## src/sv/sac_pkg.sv

```systemverilog
// Shared types, scancode constants and key tables for the scancode decoder.
package sac_pkg;

   // Operation codes of a request
   localparam logic OP_SCANCODE = 1'b0;
   localparam logic OP_READ     = 1'b1;

   // Set-1 scancodes with special meaning
   localparam logic [7:0] SC_PREFIX      = 8'hE0;
   localparam logic [7:0] SC_LSHIFT      = 8'h2A;
   localparam logic [7:0] SC_RSHIFT      = 8'h36;
   localparam logic [7:0] SC_LSHIFT_UP   = 8'hAA;
   localparam logic [7:0] SC_RSHIFT_UP   = 8'hB6;
   localparam logic [7:0] SC_RELEASE_BIT = 8'h80;

   typedef struct packed {
      logic       operation;
      logic [7:0] scancode;
   } req_payload_type;

   typedef struct packed {
      logic [6:0] char_out;
      logic       fifo_empty;
      logic       dropped;
   } rsp_payload_type;

   // Decoder verdict for one scancode byte
   typedef struct packed {
      logic       prefix_set;
      logic       prefix_clr;
      logic       shift_set;
      logic       shift_clr;
      logic       push;
      logic [6:0] ch;
   } dec_type;

   // US layout, no shift
   function automatic logic [6:0] plain_char(input logic [6:0] code);
      logic [6:0] c;
      case (code)
         7'h01: c = 7'h1B;
         7'h02: c = 7'h31;
         7'h03: c = 7'h32;
         7'h04: c = 7'h33;
         7'h05: c = 7'h34;
         7'h06: c = 7'h35;
         7'h07: c = 7'h36;
         7'h08: c = 7'h37;
         7'h09: c = 7'h38;
         7'h0A: c = 7'h39;
         7'h0B: c = 7'h30;
         7'h0C: c = 7'h2D;
         7'h0D: c = 7'h3D;
         7'h0E: c = 7'h08;
         7'h0F: c = 7'h09;
         7'h10: c = 7'h71;
         7'h11: c = 7'h77;
         7'h12: c = 7'h65;
         7'h13: c = 7'h72;
         7'h14: c = 7'h74;
         7'h15: c = 7'h79;
         7'h16: c = 7'h75;
         7'h17: c = 7'h69;
         7'h18: c = 7'h6F;
         7'h19: c = 7'h70;
         7'h1A: c = 7'h5B;
         7'h1B: c = 7'h5D;
         7'h1C: c = 7'h0A;
         7'h1E: c = 7'h61;
         7'h1F: c = 7'h73;
         7'h20: c = 7'h64;
         7'h21: c = 7'h66;
         7'h22: c = 7'h67;
         7'h23: c = 7'h68;
         7'h24: c = 7'h6A;
         7'h25: c = 7'h6B;
         7'h26: c = 7'h6C;
         7'h27: c = 7'h3B;
         7'h28: c = 7'h27;
         7'h29: c = 7'h60;
         7'h2B: c = 7'h5C;
         7'h2C: c = 7'h7A;
         7'h2D: c = 7'h78;
         7'h2E: c = 7'h63;
         7'h2F: c = 7'h76;
         7'h30: c = 7'h62;
         7'h31: c = 7'h6E;
         7'h32: c = 7'h6D;
         7'h33: c = 7'h2C;
         7'h34: c = 7'h2E;
         7'h35: c = 7'h2F;
         7'h37: c = 7'h2A;
         7'h39: c = 7'h20;
         default: c = 7'h00;
      endcase
      return c;
   endfunction

   // US layout with shift held; letters and unchanged keys come from the plain table
   function automatic logic [6:0] shift_char(input logic [6:0] code);
      logic [6:0] c;
      logic [6:0] p;
      p = plain_char(code);
      case (code)
         7'h02: c = 7'h21;
         7'h03: c = 7'h40;
         7'h04: c = 7'h23;
         7'h05: c = 7'h24;
         7'h06: c = 7'h25;
         7'h07: c = 7'h5E;
         7'h08: c = 7'h26;
         7'h09: c = 7'h2A;
         7'h0A: c = 7'h28;
         7'h0B: c = 7'h29;
         7'h0C: c = 7'h5F;
         7'h0D: c = 7'h2B;
         7'h1A: c = 7'h7B;
         7'h1B: c = 7'h7D;
         7'h27: c = 7'h3A;
         7'h28: c = 7'h22;
         7'h29: c = 7'h7E;
         7'h2B: c = 7'h7C;
         7'h33: c = 7'h3C;
         7'h34: c = 7'h3E;
         7'h35: c = 7'h3F;
         default: begin
            if (p >= 7'h61 && p <= 7'h7A) c = p ^ 7'h20;
            else c = p;
         end
      endcase
      return c;
   endfunction

endpackage

```

## src/sv/sac_if.sv

```systemverilog
// Valid/ready channel interfaces for requests and responses.
interface sac_req_if;
   import sac_pkg::*;
   logic            valid;
   logic            ready;
   req_payload_type payload;
   modport source (output valid, output payload, input ready);
   modport sink (input valid, input payload, output ready);
endinterface

interface sac_rsp_if;
   import sac_pkg::*;
   logic            valid;
   logic            ready;
   rsp_payload_type payload;
   modport source (output valid, output payload, input ready);
   modport sink (input valid, input payload, output ready);
endinterface

```

## src/sv/sac_decode.sv

```systemverilog
// Scancode classifier and key table lookup.
module sac_decode (
   input  logic              [7:0] scancode,
   input  logic                    shift_held,
   input  logic                    prefix_seen,
   output sac_pkg::dec_type        dec
);
   import sac_pkg::*;

   // Classify the byte in priority order: prefix, prefixed byte, shift, release, make
   always_comb begin
      dec = '0;
      if (scancode == SC_PREFIX) begin
         dec.prefix_set = 1'b1;
      end else if (prefix_seen) begin
         dec.prefix_clr = 1'b1;
      end else if (scancode == SC_LSHIFT || scancode == SC_RSHIFT) begin
         dec.shift_set = 1'b1;
      end else if (scancode == SC_LSHIFT_UP || scancode == SC_RSHIFT_UP) begin
         dec.shift_clr = 1'b1;
      end else if ((scancode & SC_RELEASE_BIT) == 8'h00) begin
         dec.ch   = shift_held ? shift_char(scancode[6:0]) : plain_char(scancode[6:0]);
         dec.push = (dec.ch != 7'h00);
      end
   end

endmodule

```

## src/sv/scancode_to_ascii_fifo.sv

```systemverilog
// Set-1 scancode to ASCII decoder with a character FIFO held in a block memory.
//
// Channels: req carries one request per handshake: operation 0 delivers a raw
// scancode byte, operation 1 reads one character. rsp returns exactly one
// response per request, in order: the popped character (or 0), fifo_empty
// when a read found nothing, dropped when a decoded character met a full FIFO.
// The FIFO holds FIFO_DEPTH - 1 characters.
// Throughput: one request per cycle, sustained while rsp is ready. A request
// enters the read stage, which starts the registered read of the oldest
// entry, then the output register, from which the response is valid and
// taken; a decoded character is written to the memory as its request is
// accepted.
// Reset (synchronous): pointers, shift and prefix flags and both pipeline
// valids clear; memory contents stay undefined and are never returned before
// written.
// Stall: when rsp is not ready a full output register holds, and the read
// stage holds behind it; req.ready drops only once both are full.
module scancode_to_ascii_fifo #(
   parameter int FIFO_DEPTH = 64
) (
   input logic       clock,
   input logic       reset,
   sac_req_if.sink   req,
   sac_rsp_if.source rsp
);
   import sac_pkg::*;

   localparam int PTR_W = (FIFO_DEPTH > 1) ? $clog2(FIFO_DEPTH) : 1;
   localparam logic [PTR_W-1:0] PTR_LAST = PTR_W'(FIFO_DEPTH - 1);

   logic [6:0] char_store [FIFO_DEPTH];

   logic [PTR_W-1:0] wr_ptr_ff, wr_ptr_in;
   logic [PTR_W-1:0] rd_ptr_ff, rd_ptr_in;
   logic             shift_ff, shift_in;
   logic             prefix_ff, prefix_in;

   logic             s1_valid_ff, s1_valid_in;
   logic             s1_pop_ff;
   logic             s1_empty_ff;
   logic             s1_drop_ff;
   logic [6:0]       rd_data_ff;

   logic             out_valid_ff, out_valid_in;
   rsp_payload_type  out_ff;

   logic             req_accept;
   logic             is_read;
   logic             out_free;
   logic             s1_adv;
   logic [PTR_W-1:0] wr_next;
   logic [PTR_W-1:0] rd_next;
   logic             fifo_empty;
   logic             fifo_full;
   logic             do_push;
   logic             do_pop;
   dec_type          dec;

   sac_decode u_decode (
      .scancode    (req.payload.scancode),
      .shift_held  (shift_ff),
      .prefix_seen (prefix_ff),
      .dec         (dec)
   );

   // Handshake and pipeline advance
   assign out_free   = !out_valid_ff || rsp.ready;
   assign s1_adv     = s1_valid_ff && out_free;
   assign req.ready  = !s1_valid_ff || out_free;
   assign req_accept = req.valid && req.ready;
   assign is_read    = (req.payload.operation == OP_READ);

   // Ring pointer arithmetic and occupancy
   assign wr_next    = (wr_ptr_ff == PTR_LAST) ? '0 : wr_ptr_ff + PTR_W'(1);
   assign rd_next    = (rd_ptr_ff == PTR_LAST) ? '0 : rd_ptr_ff + PTR_W'(1);
   assign fifo_empty = (wr_ptr_ff == rd_ptr_ff);
   assign fifo_full  = (wr_next == rd_ptr_ff);
   assign do_push    = req_accept && !is_read && dec.push && !fifo_full;
   assign do_pop     = req_accept && is_read && !fifo_empty;

   // Next state of pointers and key flags
   always_comb begin
      wr_ptr_in = do_push ? wr_next : wr_ptr_ff;
      rd_ptr_in = do_pop ? rd_next : rd_ptr_ff;
      shift_in  = shift_ff;
      prefix_in = prefix_ff;
      if (req_accept && !is_read) begin
         if (dec.shift_set) shift_in = 1'b1;
         if (dec.shift_clr) shift_in = 1'b0;
         if (dec.prefix_set) prefix_in = 1'b1;
         if (dec.prefix_clr) prefix_in = 1'b0;
      end
   end

   // Next valid of the read stage and output register
   always_comb begin
      if (req_accept) s1_valid_in = 1'b1;
      else if (s1_adv) s1_valid_in = 1'b0;
      else s1_valid_in = s1_valid_ff;

      if (s1_adv) out_valid_in = 1'b1;
      else if (rsp.ready) out_valid_in = 1'b0;
      else out_valid_in = out_valid_ff;
   end

   // Control registers
   always_ff @(posedge clock) begin
      if (reset) begin
         wr_ptr_ff    <= '0;
         rd_ptr_ff    <= '0;
         shift_ff     <= 1'b0;
         prefix_ff    <= 1'b0;
         s1_valid_ff  <= 1'b0;
         out_valid_ff <= 1'b0;
      end else begin
         wr_ptr_ff    <= wr_ptr_in;
         rd_ptr_ff    <= rd_ptr_in;
         shift_ff     <= shift_in;
         prefix_ff    <= prefix_in;
         s1_valid_ff  <= s1_valid_in;
         out_valid_ff <= out_valid_in;
      end
   end

   // Character memory: write the pushed character, read the oldest entry
   always_ff @(posedge clock) begin
      if (do_push) char_store[wr_ptr_ff] <= dec.ch;
      if (req_accept) rd_data_ff <= char_store[rd_ptr_ff];
   end

   // Read stage payload
   always_ff @(posedge clock) begin
      if (req_accept) begin
         s1_pop_ff   <= do_pop;
         s1_empty_ff <= is_read && fifo_empty;
         s1_drop_ff  <= !is_read && dec.push && fifo_full;
      end
   end

   // Output register
   always_ff @(posedge clock) begin
      if (s1_adv) begin
         out_ff.char_out   <= s1_pop_ff ? rd_data_ff : 7'h00;
         out_ff.fifo_empty <= s1_empty_ff;
         out_ff.dropped    <= s1_drop_ff;
      end
   end

   assign rsp.valid   = out_valid_ff;
   assign rsp.payload = out_ff;

   // Input stalls only when both stages are full and the receiver holds off
   a_stall_cause : assert property (@(posedge clock) disable iff (reset)
      !req.ready |-> (s1_valid_ff && out_valid_ff && !rsp.ready))
      else $error("request stalled without a full pipeline");

   // A read of an empty FIFO leaves the read pointer alone
   a_empty_read : assert property (@(posedge clock) disable iff (reset)
      (req_accept && is_read && fifo_empty) |=> $stable(rd_ptr_ff))
      else $error("read pointer moved on an empty FIFO");

   // A character that meets a full FIFO leaves the write pointer alone
   a_full_push : assert property (@(posedge clock) disable iff (reset)
      (req_accept && !is_read && fifo_full) |=> $stable(wr_ptr_ff))
      else $error("write pointer moved on a full FIFO");

   // Reset leaves an empty FIFO and no pending response
   a_reset_state : assert property (@(posedge clock)
      reset |=> (wr_ptr_ff == rd_ptr_ff && !rsp.valid && !s1_valid_ff))
      else $error("state not cleared by reset");

endmodule
```

## src/flat_wrapper.sv

```systemverilog
// flat-port wrapper written by rule: the top's interface ports become plain ports
module scancode_to_ascii_fifo_flat import sac_pkg::*;
#(
   parameter int FIFO_DEPTH = 64
)
  (clock, reset, req_valid, req_payload, req_ready, rsp_valid, rsp_payload, rsp_ready);
  sac_req_if req_i ();
  sac_rsp_if rsp_i ();
  input logic clock;
  input logic reset;
  input wire logic [$bits(req_i.valid)-1:0] req_valid;
  input wire logic [$bits(req_i.payload)-1:0] req_payload;
  output wire logic [$bits(req_i.ready)-1:0] req_ready;
  output wire logic [$bits(rsp_i.valid)-1:0] rsp_valid;
  output wire logic [$bits(rsp_i.payload)-1:0] rsp_payload;
  input wire logic [$bits(rsp_i.ready)-1:0] rsp_ready;
  assign req_i.valid = req_valid;
  assign req_i.payload = req_payload;
  assign req_ready = req_i.ready;
  assign rsp_valid = rsp_i.valid;
  assign rsp_payload = rsp_i.payload;
  assign rsp_i.ready = rsp_ready;
  scancode_to_ascii_fifo #(.FIFO_DEPTH(FIFO_DEPTH)) u_core (.clock(clock), .reset(reset), .req(req_i), .rsp(rsp_i));
endmodule
```

## config.mk

```make
export PLATFORM = sky130hd
export DESIGN_NAME = scancode_to_ascii_fifo_flat
export DESIGN_NICKNAME = d
export VERILOG_FILES = /design/src/sv/sac_pkg.sv /design/src/sv/sac_if.sv /design/src/sv/sac_decode.sv /design/src/sv/scancode_to_ascii_fifo.sv /design/src/flat_wrapper.sv
export SDC_FILE = /design/constraint.sdc
export NUM_CORES = 1
export LEC_CHECK = 0
export BUFFER_PORTS_ARGS = -buffer_cell sky130_fd_sc_hd__buf_2
export CAP_MARGIN = 20
export CELL_PAD_IN_SITES_DETAIL_PLACEMENT = 2
export CELL_PAD_IN_SITES_GLOBAL_PLACEMENT = 2
export CORE_MARGIN = 2
export CORE_UTILIZATION = 45
export DETAILED_ROUTE_END_ITERATION = 10
export PLACE_DENSITY_LB_ADDON = 0.12
export SLEW_MARGIN = 10
export SYNTH_ARGS = -nofsm -noshare
export SYNTH_HDL_FRONTEND = slang
export SYNTH_SLANG_ARGS = --single-unit
```

## constraint.sdc

```tcl
create_clock -name clock -period 7.67 [get_ports clock]
set_input_delay 1.1505 -clock clock [delete_from_list [all_inputs] [get_ports clock]]
set_output_delay 1.1505 -clock clock [all_outputs]
set_load 0.005 [all_outputs]
```

=== After elaboration in Yosys (flattened, before gate mapping) ===
Memories as Yosys holds them, arrays and structs flattened. A register that Yosys moved wholly into a read port is not among the register bits.
Cells that the tools add are included.

* Register bits: 28
* Bits in writable memories: 448
* Memory bits (read-only): 896
* Bits of input ports: 13
* Output and inout bits: 11
* Word-level logic and storage cells: 119
* Memories: 3

* Add/subtract/negate cells: 2
* $lt $le $gt $ge: 2
* Eq/ne operators: 30
* Muxes and demuxes: 41
* Bitwise gates (word level): 1
* Reductions and logical operators: 28

{| class="wikitable"
|+ Memories
! memory !! words !! bits a word !! read ports !! clocked after Yosys merged registers in !! wr ports !! RTL line !! text
|-
| (no name shown) || 64 || 7 || 1 || 0 || 0 || sac_pkg.sv:40 || <nowiki>case (code)</nowiki>
|-
| (no name shown) || 64 || 7 || 1 || 0 || 0 || sac_pkg.sv:40 ||
|-
| u_core.char_store || 64 || 7 || 1 || 1 || 1 || scancode_to_ascii_fifo.sv:31 || <nowiki>logic [6:0] char_store [FIFO_DEPTH];</nowiki>
|}

{| class="wikitable"
|+ Operators by type and width
! kind !! number
|-
| $pmux 7 s21 || 1
|-
| $mux 7 || 18
|-
| $eq 7x6->1 const B || 7
|-
| $eq 7x4->1 const B || 6
|-
| $eq 7x3->1 const B || 4
|-
| $eq 8x8->1 const B || 3
|-
| $mux 6 || 3
|-
| $eq 8x6->1 const B || 2
|-
| $mux 8 || 2
|-
| $eq 7x2->1 const B || 2
|-
| $eq 7x5->1 const B || 2
|-
| $mux 1 || 14
|-
| $add 6x1->6 const B || 2
|-
| $eq 6x6->1 || 2
|-
| $eq 6x6->1 const B || 2
|-
| $logic_and 1x1->1 || 11
|-
| $mux 11 || 1
|-
| $mux 10 || 1
|-
| $mux 9 || 1
|-
| $logic_not 8->1 || 1
|-
| $reduce_bool 2->1 || 4
|-
| $ge 7x7->1 const B || 1
|-
| $le 7x7->1 const B || 1
|-
| $reduce_bool 7->1 || 1
|-
| other kinds (4) || 12
|}

=== Longest topological paths before layout ===
An unclocked memory read counts as a cell.

* Depth after elaboration: 27
* Mapped depth: 14
* Mapped depth without buffers: 10

=== Hierarchy ===
A second synthesis with hierarchy kept.

* Cell total of the unflattened synthesis: 1133
* Area, all modules: 20606.0 sq um

{| class="wikitable"
|+ Modules (own cells, without submodules)
! module !! instances !! cells an instance !! area each (sq um) !! sequential area each (sq um)
|-
| scancode_to_ascii_fifo || 1 || 918 || 19175.9 || 14343.8
|-
| sac_decode || 1 || 215 || 1430.1 || 0.0
|}

=== Least setup slack after synthesis ===
OpenSTA, ideal clock, no wires.

* Path kind: input port to flip-flop
* Start: input port req_payload[0]
* End: memory u_core.char_store[0][0], data pin
* Library setup time: 0.721 ns
* Data arrival time: 5.745 ns
* Data required time: 6.949 ns
* Path slack: 1.204 ns
* Stages: 9
* Path buffers: 1
* Path through: clkbuf_1 -> inv_1 -> ha_1 -> or3_1 -> nand3_1 -> nand3b_1 -> o41ai_4 -> nor2_1 -> a211oi_1

{| class="wikitable"
|+ RTL lines
! what !! RTL line !! text
|-
| from (decl) || flat_wrapper.sv:12 || <nowiki>input wire logic [$bits(req_i.payload)-1:0] req_payload;</nowiki>
|-
| to (decl) || scancode_to_ascii_fifo.sv:31 ||
|}

=== Worst setup path after layout ===
* Start: input port req_payload[1]
* End: memory u_core.char_store[56][2], enable pin

* Word-level cells in the longest chain between the ends: 27
* Elaborated cells on any way between the ends: 64
* Those cells by class: 2 x order compare; 26 x eq/ne; 27 x mux; 1 x bitwise; 6 x reduce/logical; 2 x memory

{| class="wikitable"
|+ Ends and longest elaborated chain
! what !! RTL line !! text
|-
| $mem_v2 64x7 || -- ||
|-
| $mux 7 || sac_pkg.sv:40 ||
|-
| $mux 7 || sac_decode.sv:21 || <nowiki>end else if ((scancode & SC_RELEASE_BIT) == 8'h00) begin</nowiki>
|-
| $mux 7 || sac_decode.sv:19 || <nowiki>end else if (scancode == SC_LSHIFT_UP || scancode == SC_RSHIFT_UP) begin</nowiki>
|-
| $mux 7 || sac_decode.sv:17 || <nowiki>end else if (scancode == SC_LSHIFT || scancode == SC_RSHIFT) begin</nowiki>
|-
| $mux 7 || sac_decode.sv:15 || <nowiki>end else if (prefix_seen) begin</nowiki>
|-
| $mux 7 || sac_decode.sv:13 || <nowiki>if (scancode == SC_PREFIX) begin</nowiki>
|-
| $ge 7x7->1 / $le 7x7->1 (equally long branches) || sac_pkg.sv:127 || <nowiki>if (p >= 7'h61 && p <= 7'h7A) c = p ^ 7'h20;</nowiki>
|-
| (+10 left out) || -- ||
|-
| $mux 8 || sac_decode.sv:21 ||
|-
| $mux 8 || sac_decode.sv:19 ||
|-
| $mux 9 || sac_decode.sv:17 ||
|-
| $mux 10 || sac_decode.sv:15 ||
|-
| $mux 11 (*) || sac_decode.sv:13 ||
|-
| $logic_and 1x1->1 (*) (2 in series) || scancode_to_ascii_fifo.sv:78 || <nowiki>assign do_push = req_accept && !is_read && dec.push && !fifo_full;</nowiki>
|-
| $mux 1 (*) || scancode_to_ascii_fifo.sv:127 || <nowiki>if (do_push) char_store[wr_ptr_ff] <= dec.ch;</nowiki>
|-
| $mux 1 (implied by the code) (*) || scancode_to_ascii_fifo.sv:127 ||
|}

Every way passes the cells marked *; elsewhere a longest branch is shown, timed or not. The select of a mux whose other input is x is not followed.

==> metrics.md <==
| Metric | Value |
|---|---|
| Outcome | complete, no violations |
| Seq/Total Area, Yosys | 70.5% |
| Global-route usage over all layers | about a quarter |
| RSZ-0062 raised after global routing | false |
| Min-Delay Path Class | reg -> reg |
| Seq pwr share | roughly 51% |
| Synth Register Bits | 483 |
| Initial antenna violation count | 2 |
| Drt pass-1 iters | 5 |
| Synth top cells by count | edfxtp_1, mux4_2, nor2_1 |
| Post-DRT Antenna Nets | 0 |
| Post-Syn Area | just over 0.02 sq mm |
| Latest clock arrival within the worst-skew pair | approximately 600 ps |
| Crit Path Category | in -> reg |
| Number of global-route vias before repair | ~12000 |
| Height of the die | roughly 220 um |
| Largest cells by area after synthesis | edfxtp_1, mux4_2, dfxtp_1 |
| Synth Area in XOR/XNOR | less than 1% |
| Register area | between 0.01 and 0.015 sq mm |
| Worst Setup End Kind | register |
| Skew final | around 16 ps |
| Post_cts resized | 0 |
| Startpoint class of the critical path | input pin |
| Die area | between 0.04 and 0.05 sq mm |
| Worst Path Required | 7890 ps |
| Remaining global-route overflow | 0 |
| Port Buf Inserts | 23 |
| Worst Tran Pin Value | roughly 1100 ps |
| Synth Flop Type | edfxtp_1 |
| # fillers | ~3900 |
| Cts bufs inserted | 52 |
| YS warnings | 0 |
| Final Cell Area | approximately 0.023 sq mm |
| Max incr delay on CP | roughly 880 ps |
| Worst Path Max Fanout | 17 |
| Logic pwr share | between 4 and 5% |
| DRC viols | 0 |
| CP max stage cell | or4_1 |
| Number of flops mapped to enable cells by yosys | between 400 and 500 |
| Post-synthesis net count | approximately 1100 |
| First-pass GRT wire length | 83200 um |
| Mapped Avg Cell Area | approximately 19 sq um |
| Switching pwr | roughly 1.2 mW |
| Min cycle time layout | 5310 ps |
| Finished Layout Cells | around 1700 |
| Via-to-Cell Ratio | a little over 6 |
| FP Rows | a little under 80 |
| Placed cell count | around 1600 |
| Core area | between 0.04 and 0.05 sq mm |
| Post-CTS Hold Fix Bufs | 0 |
| Max-slew violation count | 0 |
| Clock tree buffer depth | 3 |
| Adder-cell share of the synthesized area | less than 1% |
| Chain of cells forming the critical path | buf_2 -> inv_1 -> ha_1 -> nor2b_1 -> a21oi_1 -> or3_1 -> a41oi_1 -> nand4b_1 -> o211ai_2 -> or4_1 -> nor2_1 |
| Power Dens Cells | roughly 250 mW/mm^2 |
| Leak | slightly below 7 nW |
| Maximum VDD drop | 205 uV |
| Pre-CTS WS | 1720 ps |
| Setup Buffers After CTS | 0 |
| Hold Violations, Final | 0 |
| GPL Wtd Cong | about 0.83 |
| CTS clk-pin slew, worst paths | about 60 ps |
| Asr flop ratio synth | 0% |
| Yosys top cell area share | between 60% and 70% |
| Fin worst setup slack | 2360 ps |
| CTS root buffer | clkbuf_16 |
| Count leader, synth | edfxtp_1 |
| Antenna cells | 0 |
| Fin Setup TNS | 0 ps |
| H-tree depth | 2 |
| Dpl cell area | 0.0211 sq mm |
| Worst slew margin | between 20% and 30% |
| Die width | about 220 um |
| I/O pins | 24 |
| TritonCTS clock tree | built |
| Final setup violation count | 0 |
| Distinct cells, synth | 73 |
| Starting Density | 45.8% |
| Switching Fraction | 20.9% |
| Multi-input gate area | 0.00569 sq mm |
| Period Utilization, post-route | roughly 70% |
| P&R area growth vs syn | 12.9% |
| Layout cell share with drive strength beyond 1 | between 20% and 30% |
| Compound-Gate Fraction of Synth Area | 3.07% |
| FMAX | approximately 190 MHz |
| Dominant cell type by area after synthesis | edfxtp_1 |
| Max_cap viols | 0 |
| Largest family of logic cells by synthesized area | multiplexers |
| Clock power share | roughly 45% |
| DP Wirelength | approximately 36000 um |
| WP data arrival | approximately 5500 ps |
| Via count | 10600 |
| Largest net degree at the start of global routing | 107 |
| Multiplexer share of the synthesized area | between 15 and 20% |
| # nets final | approximately 1100 |
| Clock sink total | between 400 and 500 |
| Int Power | 4.54 mW |
| DR WL/cell | 32.3 um |
| Initial DRC count | 1059 |
| Post-synthesis cell count | around 1100 |
| Total power draw | 5.74 mW |
| Drt total wl | around 56000 um |
| Synth Area in Simple Gates | about 6% |
## final timing paths
| check | to | slack [ps] | from | cells past startpoint |
|---|---|---|---|---|
| worst min-delay path | u_core.rsp.payload[0]$_DFFE_PP_ | 440 | u_core.s1_drop_ff$_DFFE_PP_ | 0 |
| worst max-delay path | u_core.char_store[56][2]$_DFFE_PP_ | 2360 | req_payload[1] | 11 |
| worst min register to register | u_core.rsp.payload[0]$_DFFE_PP_ | 440 | u_core.s1_drop_ff$_DFFE_PP_ | 0 |
| worst max register to register | u_core.char_store[56][2]$_DFFE_PP_ | 3120 | u_core.wr_ptr_ff[5]$_SDFFE_PP0P_ | 8 |
## cell usage in the layout (no fill, tap or decap), drive strengths merged, types with 3 or more instances in the layout
cell    count
nand3b      5
edfxtp    467
clkinv     18
nor3b       3
nor2       84
mux4      147
buf        51
or2         4
mux2        4
inv        13
a31oi       5
or3        12
bufinv      7
dfxtp      16
nand2      23
nand2b      9
nor2b      12
nor4b       3
mux2i      10
a211oi      8
xnor2       9
and2        8
xor2        8
nand4       9
o211ai      5
ha         14
a21oi      22
nor3       22
or4         3
nand3      14
a31o        5
o21ai      12
clkbuf     68
## metal layers
layer	up-vias	part of all wire (%)	wire [um]	track usage, %
met4	4	2.9	1650	7.95
li1	4466	-	-	-
met1	5649	42	23600	34.0
met3	99	6.0	3350	4.17
met2	365	49	27500	40.6
met5	-	0.041	23	0
## state kept, by name, indices dropped and copies added (netlist names), 6 cells and up
name,count
u_core.rsp.payload,9
u_core.wr_ptr_ff,6
u_core.char_store,448
u_core.rd_ptr_ff,6
u_core.rd_data_ff,7
## critical path, delay by kind of cell
family / cells / cell delay (ps)
AO/OA/AOI/OAI: 3 / 860
buffers and inverters: 2 / 410
AND/OR/NAND/NOR: 5 / 2620
adder cells (fa/ha/maj): 1 / 470
## cell families (layout without fill, tap and decap cells)
logic type               after synthesis  count (layout)
AO/OA/AOI/OAI                         87              87
flip-flops                           483             483
buffers and inverters                 85             157
XOR/XNOR                              18              18
AND/OR/NAND/NOR                      224             224
adder cells (fa/ha/maj)               14              14
multiplexers                         161             161
## final cells by class
type,instances,area share (%)
Multi-Input combinational cell,504,24.8
Sequential cell,483,62.5
Clock buffer,68,6.24
Tap cell,592,3.23
Timing Repair Buffer,51,1.63
Clock inverter,27,1.41
Inverter,11,0.180
## metrics by stage
step                      hold WS [ps]  util, %
after global placement             405     47.6
after detailed placement           425     47.6
after global routing               452     51.7
after CTS                          440     51.5
after floorplan                    400        -
final                              437     51.7
## power by group through the flow
stage | clock network (mW) | logic [mW] | registers, mW
after floorplan | 0 | 0.142 | 2.97
after global placement | 0 | 0.229 | 2.97
after detailed placement | 0 | 0.236 | 2.97
after CTS | 2.63 | 0.236 | 2.92
after global routing | 2.73 | 0.256 | 2.92
final | 2.59 | 0.237 | 2.92
Power figures use the tool's default switching activity.
